==> src/rtl/rmq_pkg.sv <==
// Shared types and constants for the rotation matrix to quaternion pipeline.
`default_nettype none
package rmq_pkg;

    localparam int ROT_W   = 16;
    localparam int TRANS_W = 32;
    localparam int ARG_W   = 17;
    localparam int MAG_W   = 17;
    localparam int ROOT_W  = 24;
    localparam int SQR_W   = 28;
    localparam int QUO_W   = 23;
    localparam int NUM_W   = 38;
    localparam int FRAC_SH = 21;
    localparam int IN_W    = 9 * ROT_W + 3 * TRANS_W;
    localparam int OUT_W   = 3 * TRANS_W + 4 * ROT_W;
    localparam int PIPE_D  = 2 * ROOT_W + 2;

    localparam logic signed [18:0] ONE_Q14 = 19'sd16384;
    localparam logic [15:0] Q_MAX = 16'h7FFF;
    localparam logic [15:0] Q_MIN = 16'h8000;

    typedef enum logic [1:0] {
        SEL_TRACE,
        SEL_X,
        SEL_Y,
        SEL_Z
    } sel_t;

    typedef struct packed {
        logic [3*TRANS_W-1:0]     trans;
        sel_t                     sel;
        logic                     degen;
        logic [2:0]               neg;
        logic [2:0][MAG_W-1:0]    mag;
    } side_t;

    typedef struct packed {
        side_t       side;
        logic [15:0] main;
    } tail_t;

endpackage
`default_nettype wire

==> src/rtl/rmq_div.sv <==
// Rounded quotient (mag * 2^21 + root/2) / root, one quotient bit per stage.
`default_nettype none
module rmq_div (
    input  wire logic                       aclk,
    input  wire logic                       en,
    input  wire logic [rmq_pkg::MAG_W-1:0]  mag,
    input  wire logic [rmq_pkg::ROOT_W-1:0] root,
    output logic [rmq_pkg::QUO_W-1:0]       quo
);
    import rmq_pkg::*;

    logic [NUM_W-1:0]  num;
    logic [ROOT_W-1:0] rr_reg  [QUO_W+1];
    logic [QUO_W-1:0]  lo_reg  [QUO_W+1];
    logic [QUO_W-1:0]  q_reg   [QUO_W+1];
    logic [ROOT_W-1:0] dv_reg  [QUO_W+1];

    assign num = {mag, FRAC_SH'(0)} + NUM_W'(root[ROOT_W-1:1]);

    // numerator head is below the divisor since the quotient fits QUO_W bits
    always_ff @(posedge aclk) begin
        if (en) begin
            rr_reg[0] <= ROOT_W'(num[NUM_W-1:QUO_W]);
            lo_reg[0] <= num[QUO_W-1:0];
            q_reg[0]  <= '0;
            dv_reg[0] <= root;
        end
    end

    for (genvar j = 0; j < QUO_W; j++) begin : g_step
        logic [ROOT_W:0]   sh;
        logic [ROOT_W:0]   diff;
        logic              take;

        assign sh   = {rr_reg[j], lo_reg[j][QUO_W-1-j]};
        assign diff = sh - {1'b0, dv_reg[j]};
        assign take = (sh >= {1'b0, dv_reg[j]});

        always_ff @(posedge aclk) begin
            if (en) begin
                rr_reg[j+1] <= take ? diff[ROOT_W-1:0] : sh[ROOT_W-1:0];
                q_reg[j+1]  <= {q_reg[j][QUO_W-2:0], take};
                lo_reg[j+1] <= lo_reg[j];
                dv_reg[j+1] <= dv_reg[j];
            end
        end
    end

    assign quo = q_reg[QUO_W];

endmodule
`default_nettype wire
==> config.mk <==
export PLATFORM = sky130hd
export DESIGN_NAME = rmq_div
export DESIGN_NICKNAME = d
export VERILOG_FILES = /design/src/rtl/rmq_pkg.sv /design/src/rtl/rmq_div.sv
export SDC_FILE = /design/constraint.sdc
export NUM_CORES = 2
export LEC_CHECK = 0
export ABC_AREA = 0
export BUFFER_PORTS_ARGS = -buffer_cell sky130_fd_sc_hd__buf_2
export CAP_MARGIN = 20
export CORE_AREA = 2 2 365 367
export CTS_CLUSTER_SIZE = 25
export DETAILED_ROUTE_END_ITERATION = 12
export DIE_AREA = 0 0 367 369
export PLACE_DENSITY = 0.8
export SYNTH_ARGS = -nofsm -noshare
export SYNTH_HDL_FRONTEND = slang
export SYNTH_SLANG_ARGS = --single-unit
==> constraint.sdc <==
create_clock -name aclk -period 3.5 [get_ports aclk]
set_clock_uncertainty 0.1 [all_clocks]
set_input_delay 0 -clock aclk [delete_from_list [all_inputs] [get_ports aclk]]
set_output_delay 0 -clock aclk [all_outputs]
set_load 0.005 [all_outputs]
# ---- Word-level counts from Yosys, hierarchy flattened
# Memory sizes are Yosys's and may differ from the RTL's.
# Cells that the tools add are included.
# Widths: inputs -> output; s select.
dict set report word_totals {
  ram_bits 2256
  out_inout_bits 23
  mem_count 4
  ff_bits 0
}
dict set report classes {
  muxes 25
  n_addsub 24
  magnitude_cmp 23
}
# memory words width read_ports rd_clocked_by_memory_dff write_ports line
set memory_table {}
lappend memory_table {dv_reg 24 24 23 0 24 rmq_div.sv:16} ;# logic [ROOT_W-1:0] dv_reg [QUO_W+1];
lappend memory_table {rr_reg 24 24 23 0 24 rmq_div.sv:13} ;# logic [ROOT_W-1:0] rr_reg [QUO_W+1];
lappend memory_table {lo_reg 24 23 23 0 24 rmq_div.sv:14} ;# logic [QUO_W-1:0] lo_reg [QUO_W+1];
lappend memory_table {q_reg 24 23 24 0 24 rmq_div.sv:15} ;# logic [QUO_W-1:0] q_reg [QUO_W+1];
# op n
set ops {}
lappend ops {{$ge 25x24->1} 23}
lappend ops {{$mux 24} 23}
lappend ops {{$sub 24x24->24} 23}
lappend ops {{$add 38x23->38} 1}
lappend ops {{$mux 1} 2}

# ---- Depth between registers and ports, before layout
dict set report logic_depth {
  word_depth 2
  depth_mapped 14
}

# ---- Worst setup path before layout
# No wires, ideal clock.
dict set report synth_timing {
  kind {register to register}
  startpoint {memory rr_reg[9][9], in the netlist rr_reg[1][33]}
  endpoint {memory rr_reg[10][6], in the netlist rr_reg[1][54] (data pin)}
  slack_ns -0.074
  arrival_ns 3.214
  setup_time_ns 0.260
  n_path_buf 2
  synth_period_minus_slack_ns 3.574
  path_stages_with_launch 13
  cell_sequence {edfxtp_1 > ha_1 > buf_6 > and3_4 > a221o_1 > nand2_1 > and2b_1 > o21ai_2 > o311a_4 > or3_4 > a311oi_4 > buf_6 > mux2_4}
}
# element line
set synth_rtl {}
lappend synth_rtl {{from (decl)} rmq_div.sv:13}

==> qor.yml <==
setup_path:
  rr_endpoint: "rr_reg[2][72]"
  worstPathArrival_ns: 3.97
  cp_slowest_stage_delay_ns: 0.46
  crit_chain: "inv_1 -> ha_1 -> nand3_1 -> o21bai_1 -> o2111a_1 -> o21ai_1 -> a21oi_2 -> o211ai_1 -> a2111oi_4 -> buf_12 -> buf_4 -> mux2i_1"
  critPathCaptureType: "register"
  critPathKind: "register to register"
  r2r_cells: 12
  rr_startpoint: "lo_reg[2][49]"
  cp_max_fo: 25
  critPathBufInv: 3
  crit_path_start_kind: "register"
  crit_family: "compound AO/OA/AOI/OAI gates"
  r2r_slack_ns: -0.01
  required_ns: 3.95
  slowest_stage: "edfxtp_1"
global_route:
  antenna_found_initial: 0
  grt_max_degree: 114
  grt_pass1_vias: 50588
  grt_pass1_wl_mm: 275
  overflow: 0
  grt_use_total: 0.257
job:
  max-cap-violations: 0
sta:
  postLayoutSetupSlackWorst_ns: -0.0137
  drv_slew: 0
  fin_crit_sh: 1.00
  period_needed_ns: 3.51
  finalHoldViolCount: 0
  rsz0062_at_grt: "true"
  finalSetupViolations: 1
  maxSlewHeadroom: 0.297
  tightestPinTransition_ns: 1.05
  fmax_mhz: 285
drt:
  antenna_left: 0
  wl_per_cell_um: 20.6
  drc: 0
  routed_via_density: 5.94
  via_count: 51268
  drt-total-wl_mm: 178
  firstDrtPassIters: 6
  drtIter0Drc: 4588
cts:
  clk_latency_ns: 0.77
  clk_pin_slew_ns: 0.07
  numCtsBuffers: 146
  cts_buffer_depth: 3
  htreeDepth: 4
  cts_tree: "yes"
  cts-root-buf: "clkbuf_16"
  cts.sinks: 1374
floorplan:
  rows: 133
  dieArea_um2: 135000
  die_h_um: 369
  die_w_um: 367
  ios: 66
  fp.coreArea_um2: 131000
  start_util: 0.577
synthesis:
  synth_cell_type_count: 89
  yosys_warnings: 0
  syn_area_um2: 75600
  syn_nets: 6995
  synthArstFlopShare: 0
  synthCells: 6383
  ys.flop_type: "edfxtp_1"
  seq_area_frac_synth: 0.546
  ys_ff_latch: 1374
  synth_edf_count: 1374
  syn_avg_cell_area_um2: 11.8
outcome:
  failed_checks: "setup timing"
  status: "complete, but fails checks"
finish:
  stdcell_area_um2: 86000
  fillerInstances: 9562
  largest_register_ffs: 543
  synthToLayoutAreaGrowth_pct: 13.7
  layout.nets: 7373
  drive_gt1_frac: 0.136
  insertedDiodeCount: 0
  fin_util: 0.656
min_path:
  worstHoldStart: "root[22]"
  holdPathStages: 3
  holdPathEnd: "lo_reg[0][21]"
  hold_class: "input port to register"
placed_design:
  place.gp.congestion: 0.941
  placed_area_um2: 79400
  portBuffers: 65
  hpwlAfterDp_mm: 126
power_and_ir_drop:
  p_per_area_nw_per_um2: 915
  p_leak_uw: 0.0352
  vdd.ir_drop.worst_mv: 0.641
[layout make-up]
class / count / area [um2] / share of cell area
Inverter: 672 / 2520 / 0.0293
Clock inverter: 106 / 1140 / 0.0133
Clock buffer: 162 / 3760 / 0.0437
Multi-Input combinational cell: 4179 / 31600 / 0.368
Tap cell: 1755 / 2200 / 0.0255
Sequential cell: 1374 / 41300 / 0.480
Timing Repair Buffer: 388 / 3510 / 0.0408
[routing by layer]
metal  wire length, um  up-vias  global-route usage
li1                  -    24331                   -
met1             71200    24742               0.315
met2             89900     1727               0.453
met3              8870      468              0.0358
met4              7790        0               0.109
met5                 0        -                   0
[synth_stat cells, types with 104 or more instances]
cell / n / area (um2)
xnor2_1: 277 / 2430
inv_1: 672 / 2520
a21o_1: 221 / 1660
ha_1: 546 / 6830
nand2_1: 340 / 1280
nand3_1: 124 / 621
a21oi_1: 475 / 2380
xor2_1: 136 / 1190
mux2_2: 268 / 3020
clkbuf_1: 104 / 390
edfxtp_1: 1374 / 41300
nor2_1: 331 / 1240
o21ai_0: 350 / 1750
[cells in the final DEF (no fill, tap or decap), types with 19 or more instances in the layout]
cell / synthesis / routed
edfxtp_1: 1374 / 1374
inv_1: 672 / 670
ha_1: 546 / 536
a21oi_1: 475 / 459
nand2_1: 340 / 340
o21ai_0: 350 / 333
nor2_1: 331 / 331
xnor2_1: 277 / 277
mux2_2: 268 / 251
a21o_1: 221 / 221
buf_4: 26 / 186
clkbuf_16: 0 / 152
xor2_1: 136 / 136
nand3_1: 124 / 124
dlygate4sd3_1: 0 / 95
nor2b_1: 87 / 85
o21a_1: 80 / 80
nand2b_1: 76 / 76
nand4_1: 73 / 73
nor3_1: 72 / 72
buf_2: 17 / 64
o21bai_1: 55 / 55
and3_1: 49 / 48
mux2_4: 27 / 45
a31oi_1: 45 / 38
mux2i_1: 38 / 38
buf_12: 0 / 35
o31a_1: 33 / 33
o31ai_1: 34 / 31
a211oi_1: 32 / 30
or3_1: 29 / 29
clkinv_2: 0 / 28
nor4_1: 29 / 27
clkinv_1: 0 / 25
o211ai_1: 24 / 24
fa_1: 23 / 22
and2_1: 20 / 20
a211o_1: 19 / 19
[power breakdown]
group	internal, uW	switching, uW
logic	17200	19000
clock network	9050	6790
registers	24000	2720
[cell families after synthesis]
logic type               share of synthesized area
AO/OA/AOI/OAI                                0.131
AND/OR/NAND/NOR                             0.0845
flip-flops                                   0.546
multiplexers                                0.0513
buffers and inverters                       0.0434
XOR/XNOR                                    0.0478
adder cells (fa/ha/maj)                     0.0964
[what timing repair did]
action | 4_1_cts | 5_1_grt
gates resized for setup | 5 | 111
buffers inserted | 1 | 19
pin swaps | 1 | 29
endpoints found under the hold margin | 344 | 0
gates cloned | 0 | 6
hold buffers | 95 | 0
setup endpoints to repair | 7 | 340
[stage by stage]
stage / setup slack [ns] / hold slack, ns / std cells / TNS, ns / total power [uW]
2_1_floorplan: 0.00266 / -0.00113 / 6383 / 0 / 51300
3_3_place_gp: -0.0829 / 0.0769 / 8247 / -0.0829 / 60300
3_5_place_dp: -0.0756 / 0.0786 / 8247 / -0.0890 / 61100
4_1_cts: 0.00864 / 0.00690 / 8611 / 0 / 77400
5_1_grt: -0.108 / 0.0497 / 8636 / -2.91 / 83300
6_report: -0.0137 / 0.0514 / 8636 / -0.0137 / 78700
[worst max-delay path by stage]
| stage | startpoint | to | cells after the start |
|---|---|---|---|
| floorplan | dv_reg[1][121] | rr_reg[1][150] | 13 |
| global placement | dv_reg[1][61] | rr_reg[1][94] | 14 |
| detailed placement | dv_reg[1][61] | rr_reg[1][94] | 14 |
| CTS | rr_reg[0][150] | rr_reg[0][177] | 10 |
| global route | rr_reg[2][48] | rr_reg[2][72] | 11 |
| finish | lo_reg[2][49] | rr_reg[2][72] | 12 |
[tightest hold or removal path, cell delays in order]
cell	delay [ns]
dlygate4sd3_1	0.52
buf_2	0.17
ha_1	0.14
No activity file was read; power rests on OpenSTA's default activity.
