`src/rtl/rmq_pkg.sv`:
```
// Shared types and constants for the rotation matrix to quaternion pipeline.
`default_nettype none
package rmq_pkg;

    localparam int ROT_W   = 16;
    localparam int TRANS_W = 32;
    localparam int ARG_W   = 17;
    localparam int MAG_W   = 17;
    localparam int ROOT_W  = 24;
    localparam int SQR_W   = 28;
    localparam int QUO_W   = 23;
    localparam int NUM_W   = 38;
    localparam int FRAC_SH = 21;
    localparam int IN_W    = 9 * ROT_W + 3 * TRANS_W;
    localparam int OUT_W   = 3 * TRANS_W + 4 * ROT_W;
    localparam int PIPE_D  = 2 * ROOT_W + 2;

    localparam logic signed [18:0] ONE_Q14 = 19'sd16384;
    localparam logic [15:0] Q_MAX = 16'h7FFF;
    localparam logic [15:0] Q_MIN = 16'h8000;

    typedef enum logic [1:0] {
        SEL_TRACE,
        SEL_X,
        SEL_Y,
        SEL_Z
    } sel_t;

    typedef struct packed {
        logic [3*TRANS_W-1:0]     trans;
        sel_t                     sel;
        logic                     degen;
        logic [2:0]               neg;
        logic [2:0][MAG_W-1:0]    mag;
    } side_t;

    typedef struct packed {
        side_t       side;
        logic [15:0] main;
    } tail_t;

endpackage
`default_nettype wire

```
`src/rtl/rmq_sqrt.sv`:
```
// Integer square root of arg * 2^30, one root bit per pipeline stage.
`default_nettype none
module rmq_sqrt (
    input  wire logic                      aclk,
    input  wire logic                      en,
    input  wire logic [rmq_pkg::ARG_W-1:0] arg,
    input  rmq_pkg::side_t                 side_in,
    output logic [rmq_pkg::ROOT_W-1:0]     root,
    output rmq_pkg::side_t                 side_out
);
    import rmq_pkg::*;

    logic [ROOT_W-1:0] root_reg [ROOT_W+1];
    logic [SQR_W-1:0]  rem_reg  [ROOT_W+1];
    logic [ARG_W-1:0]  arg_reg  [ROOT_W+1];
    side_t             side_reg [ROOT_W+1];

    assign root_reg[0] = '0;
    assign rem_reg[0]  = '0;
    assign arg_reg[0]  = arg;
    assign side_reg[0] = side_in;

    for (genvar s = 0; s < ROOT_W; s++) begin : g_stage
        localparam int B = ROOT_W - 1 - s;
        logic [2*ROOT_W-1:0] v;
        logic [SQR_W-1:0]    rem_sh;
        logic [SQR_W-1:0]    trial;
        logic [SQR_W-1:0]    rem_next;
        logic [ROOT_W-1:0]   root_next;

        assign v      = {(2*ROOT_W-ARG_W-30)'(0), arg_reg[s], 30'd0};
        assign rem_sh = {rem_reg[s][SQR_W-3:0], v[2*B+1 -: 2]};
        assign trial  = SQR_W'({root_reg[s], 2'b01});

        always_comb begin
            if (rem_sh >= trial) begin
                rem_next  = rem_sh - trial;
                root_next = {root_reg[s][ROOT_W-2:0], 1'b1};
            end else begin
                rem_next  = rem_sh;
                root_next = {root_reg[s][ROOT_W-2:0], 1'b0};
            end
        end

        always_ff @(posedge aclk) begin
            if (en) begin
                root_reg[s+1] <= root_next;
                rem_reg[s+1]  <= rem_next;
                arg_reg[s+1]  <= arg_reg[s];
                side_reg[s+1] <= side_reg[s];
            end
        end
    end

    assign root     = root_reg[ROOT_W];
    assign side_out = side_reg[ROOT_W];

endmodule
`default_nettype wire

```
`config.mk`:
```
export PLATFORM = sky130hd
export DESIGN_NAME = rmq_sqrt
export DESIGN_NICKNAME = d
export VERILOG_FILES = /design/src/rtl/rmq_pkg.sv /design/src/rtl/rmq_sqrt.sv
export SDC_FILE = /design/constraint.sdc
export NUM_CORES = 2
export LEC_CHECK = 0
export BUFFER_PORTS_ARGS = -buffer_cell sky130_fd_sc_hd__buf_2
export CAP_MARGIN = 25
export CORE_UTILIZATION = 60
export DETAILED_ROUTE_END_ITERATION = 8
export GPL_ROUTABILITY_DRIVEN = 0
export PLACE_DENSITY = 0.78
export RECOVER_POWER = 50
export SYNTH_ARGS = -nofsm -noshare
export SYNTH_HDL_FRONTEND = slang
export SYNTH_SLANG_ARGS = --single-unit
```
`constraint.sdc`:
```
create_clock -name aclk -period 6.2 [get_ports aclk]
set_input_delay 1.86 -clock aclk [delete_from_list [all_inputs] [get_ports aclk]]
set_output_delay 1.86 -clock aclk [all_outputs]
set_load 0.01 [all_outputs]
```
Word-level counts from Yosys, hierarchy flattened
Cells that the tools add are included.

word-level totals
  register bits = 4618
  input port bits = 172
  output and inout bits = 177
  logic and storage cells = 332

operators by class
  $add $sub $neg = 23
  $lt $le $gt $ge = 24
  mux-type cells = 47

operator list
  kind                            count
  2-to-1 mux 26 bit               22
  >= comparator 28 x 10 -> 1 bit  1
  >= comparator 28 x 11 -> 1 bit  1
  >= comparator 28 x 12 -> 1 bit  1
  >= comparator 28 x 13 -> 1 bit  1
  >= comparator 28 x 14 -> 1 bit  1
  >= comparator 28 x 15 -> 1 bit  1
  >= comparator 28 x 16 -> 1 bit  1
  >= comparator 28 x 17 -> 1 bit  1
  >= comparator 28 x 18 -> 1 bit  1
  >= comparator 28 x 19 -> 1 bit  1
  >= comparator 28 x 20 -> 1 bit  1
  >= comparator 28 x 21 -> 1 bit  1
  >= comparator 28 x 22 -> 1 bit  1
  >= comparator 28 x 23 -> 1 bit  1
  >= comparator 28 x 24 -> 1 bit  1
  >= comparator 28 x 25 -> 1 bit  1
  >= comparator 28 x 3 -> 1 bit   1
  >= comparator 28 x 4 -> 1 bit   1
  >= comparator 28 x 5 -> 1 bit   1
  >= comparator 28 x 6 -> 1 bit   1
  >= comparator 28 x 7 -> 1 bit   1
  >= comparator 28 x 8 -> 1 bit   1
  >= comparator 28 x 9 -> 1 bit   1
  25 further kinds                49

Logic depth before layout (Yosys ltp)
  depth after elaboration = 2
  depth in mapped cells = 14
  mapped depth without buffers = 14

Worst setup path before layout
No wires, ideal clock.

  path type = register -> register
  from = register rem_reg, in the netlist g_stage[14].rem_sh[2]
  to = register rem_reg, in the netlist g_stage[15].rem_sh[15] (data pin)
  data arrival time = 3.258 ns
  data required time = 5.929 ns
  setup slack = 2.671 ns
  cell stages (with the launch flop) = 13
  path buffers = 1
  period minus slack after synthesis = 3.529 ns
  cell sequence = edfxtp_1 -> ha_1 -> fa_1 -> a21o_1 -> a21oi_1 -> o21ai_0 -> a311o_1 -> a22o_1 -> nor3_1 -> inv_1 -> clkbuf_1 -> nor2_1 -> a21oi_1

on the way
  cells in the longest elaborated chain, start to end = 2
  elaborated cells between the ends (all ways) = 3

ends and longest elaborated chain
  element                                                                         RTL line                        source
  start: declaration                                                              rmq_sqrt.sv:14                  logic [SQR_W-1:0] rem_reg [ROOT_W+1];
  start signal: indexed assignment                                                rmq_sqrt.sv:48                  rem_reg[s+1] <= rem_next;
  subtractor 26 x 16 -> 26 bit or >= comparator 28 x 16 -> 1 bit (tied branches)  rmq_sqrt.sv:37, rmq_sqrt.sv:36
  2-to-1 mux 26 bit *                                                             rmq_sqrt.sv:36                  if (rem_sh >= trial) begin
  net g_stage[14].rem_next[13]                                                    rmq_sqrt.sv:28                  logic [SQR_W-1:0] rem_next;

Mark *: on every way through the listed nets, which the timed path passes. The rest lies on a longest branch.
A chain may end at the register's enable or synchronous reset.

Worst setup path in the final report
  from = input port en
  to = register side_reg[1303] (netlist name), enable pin

RTL lines
  element                         RTL line        source
  start: declaration              rmq_sqrt.sv:5   input wire logic en,
  end signal: indexed assignment  rmq_sqrt.sv:50  side_reg[s+1] <= side_reg[s];
  end: declaration                rmq_sqrt.sv:16  side_t side_reg [ROOT_W+1];

No word-level cell between the ends.

==> impl_metrics.xml <==
<?xml version="1.0" encoding="UTF-8"?>
<metrics>
  <group name="power">
    <metric name="finalPower" unit="µW">66800</metric>
    <metric name="powerDensity" unit="mW/mm²">375</metric>
    <metric name="ir_drop" unit="µV">394</metric>
    <metric name="share_comb_of_total_power" unit="%">5.9</metric>
    <metric name="cellInternalPower" unit="µW">52300</metric>
    <metric name="cellLeakagePower" unit="µW">0.0628</metric>
    <metric name="sw_frac_of_total" unit="%">21.7</metric>
    <metric name="net_switching_power_figure" unit="µW">14500</metric>
    <metric name="pwr-share-clk" unit="%">37.4</metric>
    <metric name="sequential_power_share" unit="%">56.7</metric>
  </group>
  <group name="timing">
    <metric name="timing.clock.skew" unit="ns">0.0675</metric>
    <metric name="worstMarginPinSlew" unit="ns">3.93</metric>
    <metric name="post-route-min-period" unit="ns">5.19</metric>
    <metric name="fin_ws" unit="ns">1.01</metric>
    <metric name="rsz_0062_raised_after_global_routing" unit="">false</metric>
    <metric name="slew_headroom" unit="%">-162</metric>
    <metric name="fin_crit_sh" unit="%">83.7</metric>
    <metric name="finalHoldViolCount" unit="">0</metric>
    <metric name="report.final.setup_viol" unit="">0</metric>
    <metric name="timing.fmax" unit="MHz">193</metric>
    <metric name="setup_tns" unit="ns">0</metric>
    <metric name="fin_hold_ws" unit="ns">0.386</metric>
    <metric name="drv_slew" unit="">54</metric>
  </group>
  <group name="critical_path">
    <metric name="worst-path-stages" unit="">2</metric>
    <metric name="worstPathMaxFanout" unit="">74</metric>
    <metric name="critPathArrivalTime" unit="ns">5.71</metric>
    <metric name="r2r.worst_path.cells" unit="">12</metric>
    <metric name="end_kind" unit="">flop</metric>
    <metric name="worst_path_largest_cell_delay" unit="ns">2.63</metric>
    <metric name="path_delay_family" unit="">buffers and inverters</metric>
    <metric name="slowest_cell_on_crit_path" unit="">clkbuf_2</metric>
    <metric name="path_buf_inv" unit="">2</metric>
    <metric name="critPathLaunchType" unit="">input port</metric>
    <metric name="chain_of_cells_forming_the_critical_path" unit="">clkbuf_2 &gt; clkbuf_1</metric>
    <metric name="timing.setup.critical_path_class" unit="">in2reg</metric>
    <metric name="timing.critical_path.required" unit="ns">6.72</metric>
  </group>
  <group name="floorplanning">
    <metric name="placeableCoreArea" unit="mm²">0.263</metric>
    <metric name="floorplan.initialDensity" unit="%">60.5</metric>
    <metric name="io-pin-count" unit="">349</metric>
    <metric name="core.rowCount" unit="">188</metric>
    <metric name="chipWidth" unit="µm">517</metric>
    <metric name="design.die.area" unit="mm²">0.268</metric>
    <metric name="die_span_in_y" unit="µm">517</metric>
  </group>
  <group name="global_route">
    <metric name="grt_pass1_wl" unit="µm">386000</metric>
    <metric name="track_usage" unit="%">18.7</metric>
    <metric name="grt_pass1_vias" unit="">69300</metric>
    <metric name="grt.overflow.total" unit="">0</metric>
    <metric name="antenna_found_initial" unit="">15</metric>
    <metric name="grt_start_max_net_pins" unit="">205</metric>
  </group>
  <group name="run_status">
    <metric name="status" unit="">finished, violations left</metric>
    <metric name="violations_in_the_final_reports" unit="">max-capacitance violations, max-slew violations</metric>
  </group>
  <group name="logic_synthesis">
    <metric name="ys_types" unit="">79</metric>
    <metric name="netlist_top_cells_area" unit="">edfxtp_1, ha_1, xor2_1</metric>
    <metric name="post_synth_xor_xnor_area" unit="%">2.28</metric>
    <metric name="asyncSetResetFlopFracSynth" unit="%">0</metric>
    <metric name="synth_edf_count" unit="">4588</metric>
    <metric name="postSynthCellCount" unit="">7888</metric>
    <metric name="synth_commonest_cells" unit="">edfxtp_1, inv_1, nand2_1</metric>
    <metric name="synth_top_family_by_area" unit="">simple AND/OR/NAND/NOR gates</metric>
    <metric name="adder_and_majority_gate_portion_of_the_synthesized_area" unit="%">2.49</metric>
    <metric name="ys_seq_area_share" unit="%">86.5</metric>
    <metric name="library_cell_with_the_highest_instance_count_after_synthesis" unit="">edfxtp_1</metric>
    <metric name="mappedNetlistArea" unit="mm²">0.159</metric>
    <metric name="post_synthesis_compound_gate_area_fraction" unit="%">3.24</metric>
    <metric name="yosys.area.top_type" unit="">edfxtp_1</metric>
    <metric name="synth-seq-cells" unit="">4588</metric>
    <metric name="yosysWarnings" unit="">0</metric>
    <metric name="netlist.area_leader.share" unit="%">86.5</metric>
    <metric name="mappedNetlistNets" unit="">8369</metric>
    <metric name="synth.avg_cell_area" unit="µm²">20.2</metric>
    <metric name="share_of_cell_area_taken_by_muxes_after_synthesis" unit="%">0.356</metric>
    <metric name="post_synth_and_or_nand_nor_area_fraction" unit="%">3.39</metric>
    <metric name="ys_dominant_reg_cell" unit="">edfxtp_1</metric>
  </group>
  <group name="routing">
    <metric name="dr.max_layer_used" unit="">met4</metric>
    <metric name="drc" unit="">0</metric>
    <metric name="detailroute.wirelength.met2" unit="µm">138000</metric>
    <metric name="met3_wirelength" unit="µm">10600</metric>
    <metric name="wirelength_met1" unit="µm">97100</metric>
    <metric name="routed_wl" unit="µm">252000</metric>
    <metric name="routedWlPerCell" unit="µm">20.3</metric>
    <metric name="drt.antenna.violating_nets" unit="">0</metric>
    <metric name="num_vias" unit="">67000</metric>
    <metric name="drt_iter0_drc" unit="">5325</metric>
    <metric name="via_per_inst" unit="">5.40</metric>
    <metric name="detail_route.first_pass.iterations" unit="">6</metric>
  </group>
  <group name="clock_network">
    <metric name="clkLatencyLatePin" unit="ns">0.92</metric>
    <metric name="clk_pin_slew" unit="ns">0.06</metric>
    <metric name="clock-root-buffer" unit="">clkbuf_16</metric>
    <metric name="post_cts.resized_instances" unit="">0</metric>
    <metric name="postCtsHoldBufs" unit="">0</metric>
    <metric name="post-cts-setup-buffers" unit="">0</metric>
    <metric name="number_of_clock_buffers_inserted_by_tritoncts" unit="">417</metric>
    <metric name="htreeDepth" unit="">5</metric>
    <metric name="ctsLongestPathBuffers" unit="">4</metric>
    <metric name="tritoncts_clock_tree" unit="">done</metric>
    <metric name="clock_sinks" unit="">4588</metric>
  </group>
  <group name="placed_design">
    <metric name="number_of_placed_instances_taps_included" unit="">11600</metric>
    <metric name="buffer_ports.inserted" unit="">348</metric>
    <metric name="dp_hpwl" unit="µm">134000</metric>
    <metric name="dpl_worst_slack" unit="ns">1.90</metric>
  </group>
  <group name="finish">
    <metric name="largest_register_ff_count" unit="">3519</metric>
    <metric name="drive_gt1_share" unit="%">11.8</metric>
    <metric name="area_delta_synth_final" unit="%">11.9</metric>
    <metric name="num-fill-cells" unit="">15800</metric>
    <metric name="finalNonFillerCells" unit="">12400</metric>
    <metric name="nNetsFinal" unit="">9011</metric>
  </group>
  <group name="min_path">
    <metric name="whs_path_depth" unit="">0</metric>
    <metric name="hold_path_class" unit="">reg2reg</metric>
  </group>
  <group name="run">
    <metric name="max_cap_viols" unit="">1</metric>
  </group>
</metrics>
-- worst paths after layout --
| path | start | endpoint | slack, ns |
|---|---|---|---|
| worst min-delay path | side_reg[1989] | side_reg[1836] | 0.39 |
| worst min register to register | side_reg[1989] | side_reg[1836] | 0.39 |
| worst max-delay path | en | side_reg[1303] | 1.01 |
| worst max register to register | g_stage[22].rem_sh[2] | g_stage[23].rem_sh[27] | 1.99 |
-- metal layers --
layer  up-vias  track usage, %
met4         0            5.54
met5         -               0
met2      1740            35.2
li1      31500               -
met3       453            2.95
met1     33300            21.9
-- final cells by class --
type | instances | area, µm² | share of cell area [%]
clock buffers | 521 | 11000 | 6.18
repair buffers | 437 | 2760 | 1.55
flip-flops and latches | 4588 | 138000 | 77.3
well taps | 3515 | 4400 | 2.47
inverters | 390 | 1460 | 0.821
multi-input cells | 2696 | 18800 | 10.5
clock inverters | 245 | 2140 | 1.20
diodes | 5 | 12.5 | 0.00702
-- power by group through the flow --
stage	sequential (µW)	combinational, µW	clock [µW]
3_5_place_dp	38400	3880	0
4_1_cts	37900	3930	25600
5_1_grt	38000	4380	26700
3_3_place_gp	38200	3640	0
2_1_floorplan	38000	2580	0
6_report	37900	3960	25000
-- cells in the final DEF (no fill, tap or decap), types with 112 or more instances in the layout --
cell type and n:
a21oi_1 223, buf_2 297, clkbuf_1 157, clkbuf_16 426
edfxtp_1 4588, ha_1 295, inv_1 390, nand2_1 318
nor2_1 228, nor3_1 112, o21ai_0 250, xnor2_1 198
xor2_1 217
-- per-stage QoR --
stage | area [µm²] | utilization [%]
4_1_cts | 178000 | 67.8
3_3_place_gp | 165000 | 62.8
2_1_floorplan | 159000 | -
5_1_grt | 178000 | 67.7
3_5_place_dp | 165000 | 62.8
6_report | 178000 | 67.7
-- cell families (layout without fill, tap and decap cells) --
| logic type | after synthesis | in the layout |
|---|---|---|
| buffers and inverters | 604 | 1593 |
| AO/OA/AOI/OAI | 828 | 828 |
| AND/OR/NAND/NOR | 1092 | 1092 |
| other | 1 | 6 |
| adder cells (fa/ha/maj) | 309 | 309 |
| flip-flops | 4588 | 4588 |
| multiplexers | 51 | 51 |
| XOR/XNOR | 415 | 415 |
No activity file was read; power rests on OpenSTA's default activity.
