File: config.mk
export PLATFORM = sky130hd
export DESIGN_NAME = rmq_front
export DESIGN_NICKNAME = d
export VERILOG_FILES = /design/src/rtl/rmq_pkg.sv /design/src/rtl/rmq_front.sv
export SDC_FILE = /design/constraint.sdc
export NUM_CORES = 1
export LEC_CHECK = 0
export BUFFER_PORTS_ARGS = -buffer_cell sky130_fd_sc_hd__buf_2
export CAP_MARGIN = 0
export CORE_MARGIN = 3
export CORE_UTILIZATION = 30
export CTS_BUF_LIST = sky130_fd_sc_hd__clkbuf_4 sky130_fd_sc_hd__clkbuf_8 sky130_fd_sc_hd__clkbuf_16
export DETAILED_ROUTE_END_ITERATION = 12
export PLACE_DENSITY = 0.56
export SYNTH_ARGS = -nofsm -noshare
export SYNTH_HDL_FRONTEND = slang
export SYNTH_SLANG_ARGS = --single-unit
File: constraint.sdc
create_clock -name aclk -period 9.8 [get_ports aclk]
set_clock_uncertainty 0.05 [all_clocks]
set_input_delay 0.49 -clock aclk [delete_from_list [all_inputs] [get_ports aclk]]
set_output_delay 0.49 -clock aclk [all_outputs]
set_load 0.05 [all_outputs]
File: src/rtl/rmq_pkg.sv
// Shared types and constants for the rotation matrix to quaternion pipeline.
`default_nettype none
package rmq_pkg;

    localparam int ROT_W   = 16;
    localparam int TRANS_W = 32;
    localparam int ARG_W   = 17;
    localparam int MAG_W   = 17;
    localparam int ROOT_W  = 24;
    localparam int SQR_W   = 28;
    localparam int QUO_W   = 23;
    localparam int NUM_W   = 38;
    localparam int FRAC_SH = 21;
    localparam int IN_W    = 9 * ROT_W + 3 * TRANS_W;
    localparam int OUT_W   = 3 * TRANS_W + 4 * ROT_W;
    localparam int PIPE_D  = 2 * ROOT_W + 2;

    localparam logic signed [18:0] ONE_Q14 = 19'sd16384;
    localparam logic [15:0] Q_MAX = 16'h7FFF;
    localparam logic [15:0] Q_MIN = 16'h8000;

    typedef enum logic [1:0] {
        SEL_TRACE,
        SEL_X,
        SEL_Y,
        SEL_Z
    } sel_t;

    typedef struct packed {
        logic [3*TRANS_W-1:0]     trans;
        sel_t                     sel;
        logic                     degen;
        logic [2:0]               neg;
        logic [2:0][MAG_W-1:0]    mag;
    } side_t;

    typedef struct packed {
        side_t       side;
        logic [15:0] main;
    } tail_t;

endpackage
`default_nettype wire

File: src/rtl/rmq_front.sv
// Input stage: branch choice, root argument and numerator magnitudes.
`default_nettype none
module rmq_front (
    input  wire logic                     aclk,
    input  wire logic                     en,
    input  wire logic [rmq_pkg::IN_W-1:0] in_data,
    output rmq_pkg::side_t                side_reg,
    output logic [rmq_pkg::ARG_W-1:0]     arg_reg
);
    import rmq_pkg::*;

    logic signed [15:0] r00, r01, r02, r10, r11, r12, r20, r21, r22;
    logic signed [17:0] tr;
    logic signed [18:0] arg;
    logic signed [17:0] d [3];
    side_t              side_next;

    assign r00 = in_data[0*ROT_W +: ROT_W];
    assign r01 = in_data[1*ROT_W +: ROT_W];
    assign r02 = in_data[2*ROT_W +: ROT_W];
    assign r10 = in_data[3*ROT_W +: ROT_W];
    assign r11 = in_data[4*ROT_W +: ROT_W];
    assign r12 = in_data[5*ROT_W +: ROT_W];
    assign r20 = in_data[6*ROT_W +: ROT_W];
    assign r21 = in_data[7*ROT_W +: ROT_W];
    assign r22 = in_data[8*ROT_W +: ROT_W];

    assign tr = 18'(r00) + 18'(r11) + 18'(r22);

    always_comb begin
        side_next.trans = in_data[9*ROT_W +: 3*TRANS_W];
        if (tr > 18'sd0) begin
            side_next.sel = SEL_TRACE;
            arg  = ONE_Q14 + 19'(r00) + 19'(r11) + 19'(r22);
            d[0] = 18'(r21) - 18'(r12);
            d[1] = 18'(r02) - 18'(r20);
            d[2] = 18'(r10) - 18'(r01);
        end else if (r00 > r11 && r00 > r22) begin
            side_next.sel = SEL_X;
            arg  = ONE_Q14 + 19'(r00) - 19'(r11) - 19'(r22);
            d[0] = 18'(r21) - 18'(r12);
            d[1] = 18'(r01) + 18'(r10);
            d[2] = 18'(r02) + 18'(r20);
        end else if (r11 > r22) begin
            side_next.sel = SEL_Y;
            arg  = ONE_Q14 + 19'(r11) - 19'(r00) - 19'(r22);
            d[0] = 18'(r02) - 18'(r20);
            d[1] = 18'(r01) + 18'(r10);
            d[2] = 18'(r12) + 18'(r21);
        end else begin
            side_next.sel = SEL_Z;
            arg  = ONE_Q14 + 19'(r22) - 19'(r00) - 19'(r11);
            d[0] = 18'(r10) - 18'(r01);
            d[1] = 18'(r02) + 18'(r20);
            d[2] = 18'(r12) + 18'(r21);
        end
        side_next.degen = arg[18] || (arg == 19'sd0);
        for (int i = 0; i < 3; i++) begin
            side_next.neg[i] = d[i][17];
            side_next.mag[i] = d[i][17] ? MAG_W'(-d[i]) : MAG_W'(d[i]);
        end
    end

    always_ff @(posedge aclk) begin
        if (en) begin
            side_reg <= side_next;
            arg_reg  <= arg[ARG_W-1:0];
        end
    end

endmodule
`default_nettype wire

# Yosys cells after proc, flatten, opt, wreduce, memory -nomap -nowiden
# Cells that the tools add are included.
[totals]
ff_bits = 170
inputBits = 242
[op_classes]
mux = 11
reduce_logical = 4
n_lt_le_gt_ge = 4
add_sub_neg = 22
[op_table]
columns = ["cell", "count"]
rows = [
  ["two-way mux 54 bit", 3],
  ["adder 16 x 16 -> 17 bit", 4],
  ["two-way mux 19 bit", 3],
  ["subtractor 18 x 16 -> 19 bit", 3],
  ["subtractor 17 x 16 -> 18 bit", 3],
  ["adder 16 x 16 -> 17 bit, first input constant", 3],
  ["two-way mux 17 bit", 3],
  ["negator 17 bit", 3],
  ["subtractor 16 x 16 -> 17 bit", 3],
  ["> comparator 16 bit", 3],
  ["adder 17 x 16 -> 18 bit", 2],
  ["adder 18 x 16 -> 19 bit", 1],
  ["logical NOT 19 bit", 1],
  ["> comparator 18 x 1 -> 1 bit, second input constant", 1],
  ["two-way mux 1 bit", 2],
  ["OR reduction 2 bit", 1],
  ["logical AND 1 bit", 1],
  ["logical OR 1 bit", 1],
]

# Logic depth before layout (Yosys ltp)
# Gate-level depths: netlist (run 1).
[logic_depth]
depth_word = 8
depth_mapped = 25
ltp_nobuf = 22

# Least setup slack after synthesis (run 1)
# OpenSTA, ideal clock, no wires.
[synth_timing]
path_kind = "input to register"
start = "in in_data[10] in the netlist's numbering"
end = "reg side_reg[48] in the netlist's numbering, data pin"
t_arrival_ns = 5.228
path_slack_ns = 4.255
required_time_ns = 9.483
setup_time_ns = 0.267
stages = 23
cell_sequence = "fa_1 > ha_1 > buf_2 > a211o_1 > a2111o_1 > and3_1 > o211ai_2 > o211ai_2 > nor4_4 > nand3_2 > nand2_1 > buf_4 > buf_4 > buf_2 > nor2_1 > a21o_1 > inv_1 > ha_1 > nand3_1 > or4b_1 > a221oi_2 > a31oi_1 > xnor2_1"
[synth_rtl]
columns = ["element", "line", "text"]
rows = [
  ["start, declared", "rmq_front.sv:6", "input wire logic [rmq_pkg::IN_W-1:0] in_data,"],
  ["end signal, assigned", "rmq_front.sv:66", "side_reg <= side_next;"],
  ["end, declared", "rmq_front.sv:7", "output rmq_pkg::side_t side_reg,"],
]

==> impl_results.md, run 1 <==
* Clock share of power at 15.9%
* Post-Syn Area per Cell at 9.27 um2
* Core Rows at 95
* Placed Area at 0.0233 mm2
* Critical path's slowest cell: or4b_1
* Class of the worst hold path: in2reg
* Synthesized area at roughly 0.02 mm2
* Die Wd at between 200 and 300 um
* CP Capture Type: flip-flop
* Cell variety after synth at ~100
* Total GRT Usage at 20.5%
* Worst path bufs/invs at 5
* Part of the power in registers at a little under a quarter
* FILL cells at 6,850
* Vias at ~18,000
* # resized after CTS at 0
* DRC viols at 0
* Net count after synthesis at 2,815
* NetSw at 2430 uW
* Final WL at between 70 and 80 mm
* Clk sink count at 170
* Switch share at between 50% and 60%
* Critical path launch point type: input port
* Peak Freq at 0.162 GHz
* Root Buffer: clkbuf_16
* Critical Path Max Stage Delay at roughly 0.65 ns
* CP Data Arrival Time at around 6.3 ns
* Tmin final at ~6.2 ns
* CP required at roughly 10 ns
* Area Growth Syn to Fin at 17.3%
* Headroom to the max-slew limit at between 10% and 20%
* Ys async rst share at 0%
* Critical path cell sequence: buf_2 -> inv_1 -> fa_1 -> inv_1 -> ha_1 -> inv_1 -> a211o_2 -> a21bo_4 -> nand3_1 -> nand4b_1 -> nor4_2 -> nand3_2 -> nand2_2 -> buf_4 -> mux2_2 -> or4b_1 -> o31ai_1
* Final period util at 62.9%
* H-tree depth at 4
* Total gr overflow at 0
* Share of layout cells above drive strength 1 at 20.1%
* Die height at ~270 um
* Flip-flop and latch count after synthesis at 170
* Leakage at 0.0107 uW
* Largest net degree at the start of global routing at 99
* Comb pwr share at between 60 and 70%
* Sequential element share of the synthesized area at around a quarter
* Postcts setup bufs at 0
* Number of global-route vias before repair at around 18,000
* Setup violators final at 0
* Actual slew at the worst max-slew pin at 1.27 ns
* DR pass1 iterations at 5
* Post-route cell area at approximately 0.024 mm2
* Initial Util at a little under a third
* Crit-path most repeated cell: inv_1
* Final Max Tran Viols at 0
* Top_reg_cell synth: edfxtp_1
* Final GP Congestion at 0.939
* Setup Crit Path Kind: in2reg
* IO Count at 412
* CTS clock-pin slew for the worst setup and hold paths at approximately 0.080 ns
* Core area at around 0.067 mm2
* Synth Instances at around 2,200
* Drt wl/cell at 22.0 um
* Max Root-Sink Buffers at 2
* Peak supply drop at between 0.1 and 0.15 mV
* Int Power at between 2000 and 2500 uW
* CTS tree: done
* Port Buffers at just over 400
* Antenna viol nets, final at 0
* Antenna violations before repair at 16
* Fin Setup TNS at 0 ns
* Status: complete, no violations
* CTS Buf Count at 17
* Maximum Capacitance Violations at 0
* Max reg flops at approximately 150
* DR vias/cell at 5.26
* Hold_buf cts at 0
* CP max FO at 56
* Number of synthesized flops with an enable pin at 170
* Ys Warns at 0
* Final HPWL DP at 62.9 mm
* P per Cell Area at slightly below 200 mW/mm2
* First-pass GRT wire length at between 100 and 150 mm
* Top delay family on crit path: simple AND/OR/NAND/NOR gates
* Fin util at a little over a third
* Fin nets at between 3,000 and 4,000
* Initial DRC Count at between 1,000 and 1,500
* Hold Vio Cnt, Final at 0
* RSZ-0062 raised after global routing: no
* Total die area at about 0.07 mm2
## power groups by stage
stage	registers (uW)	logic (uW)	clock network, uW
CTS	1100	2840	774
global route	1110	3060	794
detailed placement	1110	2810	0
finish	1100	2860	749
global placement	1120	2810	0
floorplan	1610	1450	0
## cells in the final DEF (no fill, tap or decap), types with 30 or more instances in the layout
master and n:
a21o_1 35, a21oi_1 146, a31oi_1 30, buf_2 410, edfxtp_1 170, fa_1 82
ha_1 289, inv_1 224, mux2i_1 47, nand2_1 115, nand3_1 37, nor2_1 149
nor2b_1 31, nor3_1 51, o21ai_0 98, xnor2_1 126, xor2_1 48
## kinds of logic after synthesis
family | Yosys count | synth area share (%)
xor+xnor | 176 | 7.62
fa+ha+maj | 371 | 25.7
buf+inv | 312 | 6.01
flops | 170 | 25.0
simple gates | 556 | 14.0
mux | 63 | 3.25
compound gates | 554 | 18.4
## cell usage after synthesis (6+ instances only)
cell type	count	area share (%)
a211o_1	7	0.30
a211oi_1	28	1.0
a21boi_0	7	0.26
a21o_1	35	1.3
a21oi_1	146	3.6
a221oi_1	17	0.73
a22oi_1	8	0.29
a31oi_1	30	0.92
a41oi_1	9	0.39
and2_1	13	0.40
and3_1	14	0.43
buf_2	27	0.66
clkbuf_1	49	0.90
edfxtp_1	170	25
fa_1	82	8.0
ha_1	289	18
inv_1	224	4.1
mux2_2	14	0.77
mux2i_1	47	2.3
nand2_1	116	2.1
nand2b_1	27	0.83
nand3_1	37	0.91
nand3b_1	12	0.44
nand4_1	15	0.46
nor2_1	149	2.7
nor2b_1	31	0.95
nor3_1	51	1.2
nor3b_1	13	0.48
nor4_1	18	0.55
nor4b_1	8	0.34
o2111ai_1	10	0.43
o211ai_1	18	0.66
o21a_1	17	0.62
o21ai_0	98	2.4
o21ai_1	6	0.15
o21bai_1	11	0.40
o221ai_1	7	0.30
o22ai_1	8	0.25
o31ai_1	18	0.66
or2_2	8	0.25
or3_1	14	0.43
xnor2_1	126	5.4
xor2_1	48	2.1
## layer usage
layer / routed length [um] / vias up / track usage [%]
met5: 149 / - / 0
met4: 1980 / 22 / 6.18
met3: 5690 / 99 / 5.68
met2: 35700 / 679 / 34.7
met1: 32400 / 8764 / 25.5
li1: - / 8583 / -
## worst paths after layout
kind,start,endpoint,slack (ns),cells after the start
worst max-delay path,in_data[4],side_reg[54],3.64,17
worst min-delay path,in_data[189],side_reg[102],0.12,1
## final cells by class
cell class              instances  area (um2)  share of cell area [%]
clock inverters                15         195                   0.815
well taps                     873        1090                    4.56
clock buffers                  17         425                    1.78
flip-flops and latches        170        5100                    21.3
repair buffers                424        2160                    9.02
inverters                     226         848                    3.54
diodes                          6        15.0                  0.0627
multi-input cells            1720       14100                    58.9
## stage by stage
stage	hold WS, ns	setup WS (ns)	power (uW)	instances
after floorplan	0.539	4.26	3060	2202
after global placement	0.617	3.29	3940	3413
after detailed placement	0.619	3.30	3930	3413
after CTS	0.0820	3.80	4710	3445
after global routing	0.0943	3.44	4960	3445
final	0.118	3.64	4700	3451
No activity file was read; power rests on OpenSTA's default activity.
==> run 2, diff against run 1 <==
ABC_AREA = 1   (was unset)
PLACE_DENSITY = 0.57   (was 0.56)
clock period = 5.2 ns   (was 9.8 ns; I/O delays follow)
==> run 2 against run 1 <==
- hold slack better by 0.14 ns
- die area increased by 2.8%
- utilization rose by 1.5 points
- routed wire length fell by 2.6%
- setup slack worse by 2.6 ns
- critical path depth rose by 4
- via count is 11% higher
- final cell count increased by 23%
- count of clock-buffer cells in the layout stayed put
- largest cell class unchanged
==> impl_results.md, run 2 <==
* Total die area at 0.0732 mm2 (+2.8%)
* Part of the power in registers at 22.5% (-0.8 points)
* Top sig layer: met5
* Initial Util at 30.5% (+0.10 points)
* Final GP Congestion at 0.937 (-0.17%)
* Top delay family on crit path: adder cells
* Headroom to the max-slew limit at 52.4% (+38 points)
* DRC viols at 0 (unchanged)
* Hold Vio Cnt, Final at 0 (unchanged)
* Synthesized area at 0.0210 mm2 (+2.8%)
* Final HPWL DP at 62.4 mm (-0.81%)
* Tot Pwr at 9210 uW (+96%)
* Critical path launch point type: input port
* Ys async rst share at 0% (unchanged)
* NetSw at 4930 uW (+100%)
* Class of the worst hold path: in2reg
* Antenna violations before repair at 12 (-4)
* Net count after synthesis at 3,427 (+22%)
* CP required at 5.34 ns (-4.63 ns)
* CP Capture Type: flip-flop
* Comb pwr share at 63.0% (+2.3 points)
* Drt wl/cell at 17.4 um (-21%)
* Die height at 271 um (+1.4%)
* Leakage at 0.0133 uW (+24%)
* Int Power at 4290 uW (+88%)
* Antenna viol nets, final at 0 (unchanged)
* Sequential element share of the synthesized area at 24.3% (-0.69 points)
* Synth area leader: edfxtp_1
* Critical path's slowest cell: fa_1
* CP Data Arrival Time at 4.28 ns (-2.05 ns)
* Flip-flop and latch count after synthesis at 170 (unchanged)
* Critical path cell sequence: buf_2 -> fa_1 -> ha_1 -> ha_1 -> inv_1 -> fa_1 -> o21ai_0 -> buf_4 -> a21boi_0 -> o21ai_0 -> a21oi_1 -> xnor2_1 -> nand2_1 -> nand3_1 -> nand2_1 -> o22ai_1 -> nor2_1 -> nand2_1 -> nor2_1 -> nand3_1 -> nand2_1
* Ys Warns at 0 (unchanged)
* Yosys top cell area share at 24.3% (-0.69 points)
* Cell variety after synth at 53 (-49%)
* Placed Area at 0.0240 mm2 (+3.0%)
* Number of global-route vias before repair at 19,400 (+9.3%)
* Share of layout cells above drive strength 1 at 16.0% (-4.0 points)
* Worst path bufs/invs at 3 (-2)
* Clock share of power at 14.5% (-1.4 points)
* P per Cell Area at 360 mW/mm2 (+83%)
* CP max FO at 5 (-91%)
* Tmin final at between 4 and 5 ns
* Max Root-Sink Buffers at 2 (unchanged)
* Synth top cells by count: nand2_1, inv_1, ha_1, nor2_1, nand3_1
* Met3 wire length at 4.56 mm (-20%)
* Final WL at 74.0 mm (-2.6%)
* Critical Path Max Stage Delay at 0.62 ns (-0.03 ns)
* CTS tree: done
* Port Buffers at 411 (unchanged)
* Peak supply drop at 0.234 mV (+75%)
* Die Wd at 271 um (+1.4%)
* Final Max Tran Viols at 0 (unchanged)
* DR vias/cell at 4.73 (-10%)
* Setup Crit Path Kind: in2reg
* CP Launch Point: in_data[2]
* Top post-synthesis cells by area: edfxtp_1, ha_1, nand2_1
* Core Rows at 96 (+1.1%)
* Maximum Capacitance Violations at 0 (unchanged)
* Fin cells at 4,243 (+23%)
* CTS clock-pin slew for the worst setup and hold paths at 0.07 ns (about the same)
* Clk sink count at 170 (unchanged)
* CTS Buf Count at 17 (unchanged)
* DRT met1 WL at 33.6 mm (+3.8%)
* Initial DRC Count at 1,598 (+12%)
* Fin Setup TNS at 0 ns (unchanged)
* Highest-count cells in the layout ignoring fill and taps: nand2_1, inv_1, buf_2
* Hold WS at 0.256 ns (+0.138 ns)
* Vias at 20,100 (+11%)
* Crit-path most repeated cell: nand2_1
* Area Growth Syn to Fin at 21.9%
* Fin nets at 3,911 (+23%)
* Worst path depth at 21 (+4)
* Synth Instances at 2,814 (+28%)
* Leading cell type in the layout, fill and taps excluded: nand2_1
* CP endpoint: side_reg[54]
* Number of synthesized flops with an enable pin at 170 (unchanged)
* First-pass GRT wire length at 113 mm (+2.8%)
* Routed wl met2 at 34.6 mm (-3.3%)
* Peak Freq at ~0.24 GHz
* Status: complete, no violations
* Switch share at 53.5% (+1.9 points)
* Most frequent cell after synthesis: nand2_1
* FILL cells at 7,356 (+7.4%)
* Post-route cell area at 0.0256 mm2 (+6.9%)
* Max reg flops at 153 (unchanged)
* Root Buffer: clkbuf_16
* Post-Syn Area per Cell at 7.46 um2 (-20%)
* Total GRT Usage at 19.7% (-0.81 points)
* Core area at 0.0689 mm2 (+2.5%)
* Top_reg_cell synth: edfxtp_1
* IO Count at 412 (unchanged)
* RSZ-0062 raised after global routing: no
* Largest net degree at the start of global routing at 95 (-4.0%)
* Final period util at 79.6%
* H-tree depth at 4 (unchanged)
* Actual slew at the worst max-slew pin at 0.707 ns (-0.565 ns)
* Setup violators final at 0 (unchanged)
* Placed cell count at 4,114 (+21%)
* Total gr overflow at 0 (unchanged)
* DR pass1 iterations at 6 (+1)
-- run 2: logic make-up after synthesis --
logic type / count (synthesis) / synth area share, %
mux: 1 / 0.0477
buf+inv: 489 / 9.51
flops: 170 / 24.3
compound gates: 386 / 10.2
simple gates: 1271 / 25.7
fa+ha+maj: 371 / 25.0
xor+xnor: 126 / 5.25
-- run 2: what timing repair did --
item,CTS,global route
resized for setup,0,0
endpoints found under the hold margin,96,0
setup buffers,0,0
hold buffers,96,0
-- run 2: cell type report --
class / count / area (um2) / area share [%]
well taps: 931 / 1160 / 4.55
flip-flops and latches: 170 / 5100 / 19.9
clock buffers: 17 / 425 / 1.66
diodes: 2 / 5.00 / 0.0196
clock inverters: 14 / 181 / 0.709
inverters: 424 / 1590 / 6.22
multi-input cells: 2155 / 13900 / 54.3
repair buffers: 530 / 3220 / 12.6
-- run 2: power groups by stage --
stage               Clock, uW  Combinational, uW  Sequential, uW
floorplan                   0               3050            3120
global placement            0               5680            2120
detailed placement          0               5690            2120
CTS                      1380               5760            2090
global route             1430               6360            2110
finish                   1330               5800            2080
-- run 2: stage by stage --
stage / worst slack (ns) / util [%]
CTS: 1.11 / 37.1
detailed placement: 0.596 / 34.8
global route: 0.670 / 37.1
finish: 1.06 / 37.1
global placement: 0.678 / 34.8
floorplan: 1.49 / -
-- run 2: how the worst min path moves through the flow --
stage | startpoint | to | slack (ns) | depth (start not counted)
after floorplan | in_data[187] | side_reg[100] | 0.31 | 0
after global placement | in_data[210] | side_reg[123] | 0.39 | 1
after detailed placement | in_data[205] | side_reg[118] | 0.39 | 1
after CTS | en | side_reg[127] | 0.25 | 1
after global routing | en | side_reg[142] | 0.28 | 1
final | en | side_reg[127] | 0.26 | 1
-- run 2: routing by layer --
metal,vias to the layer above,GRT usage (%)
li1,10000,-
met1,9290,26.6
met2,662,33.3
met3,66,3.04
met4,14,4.40
met5,-,0
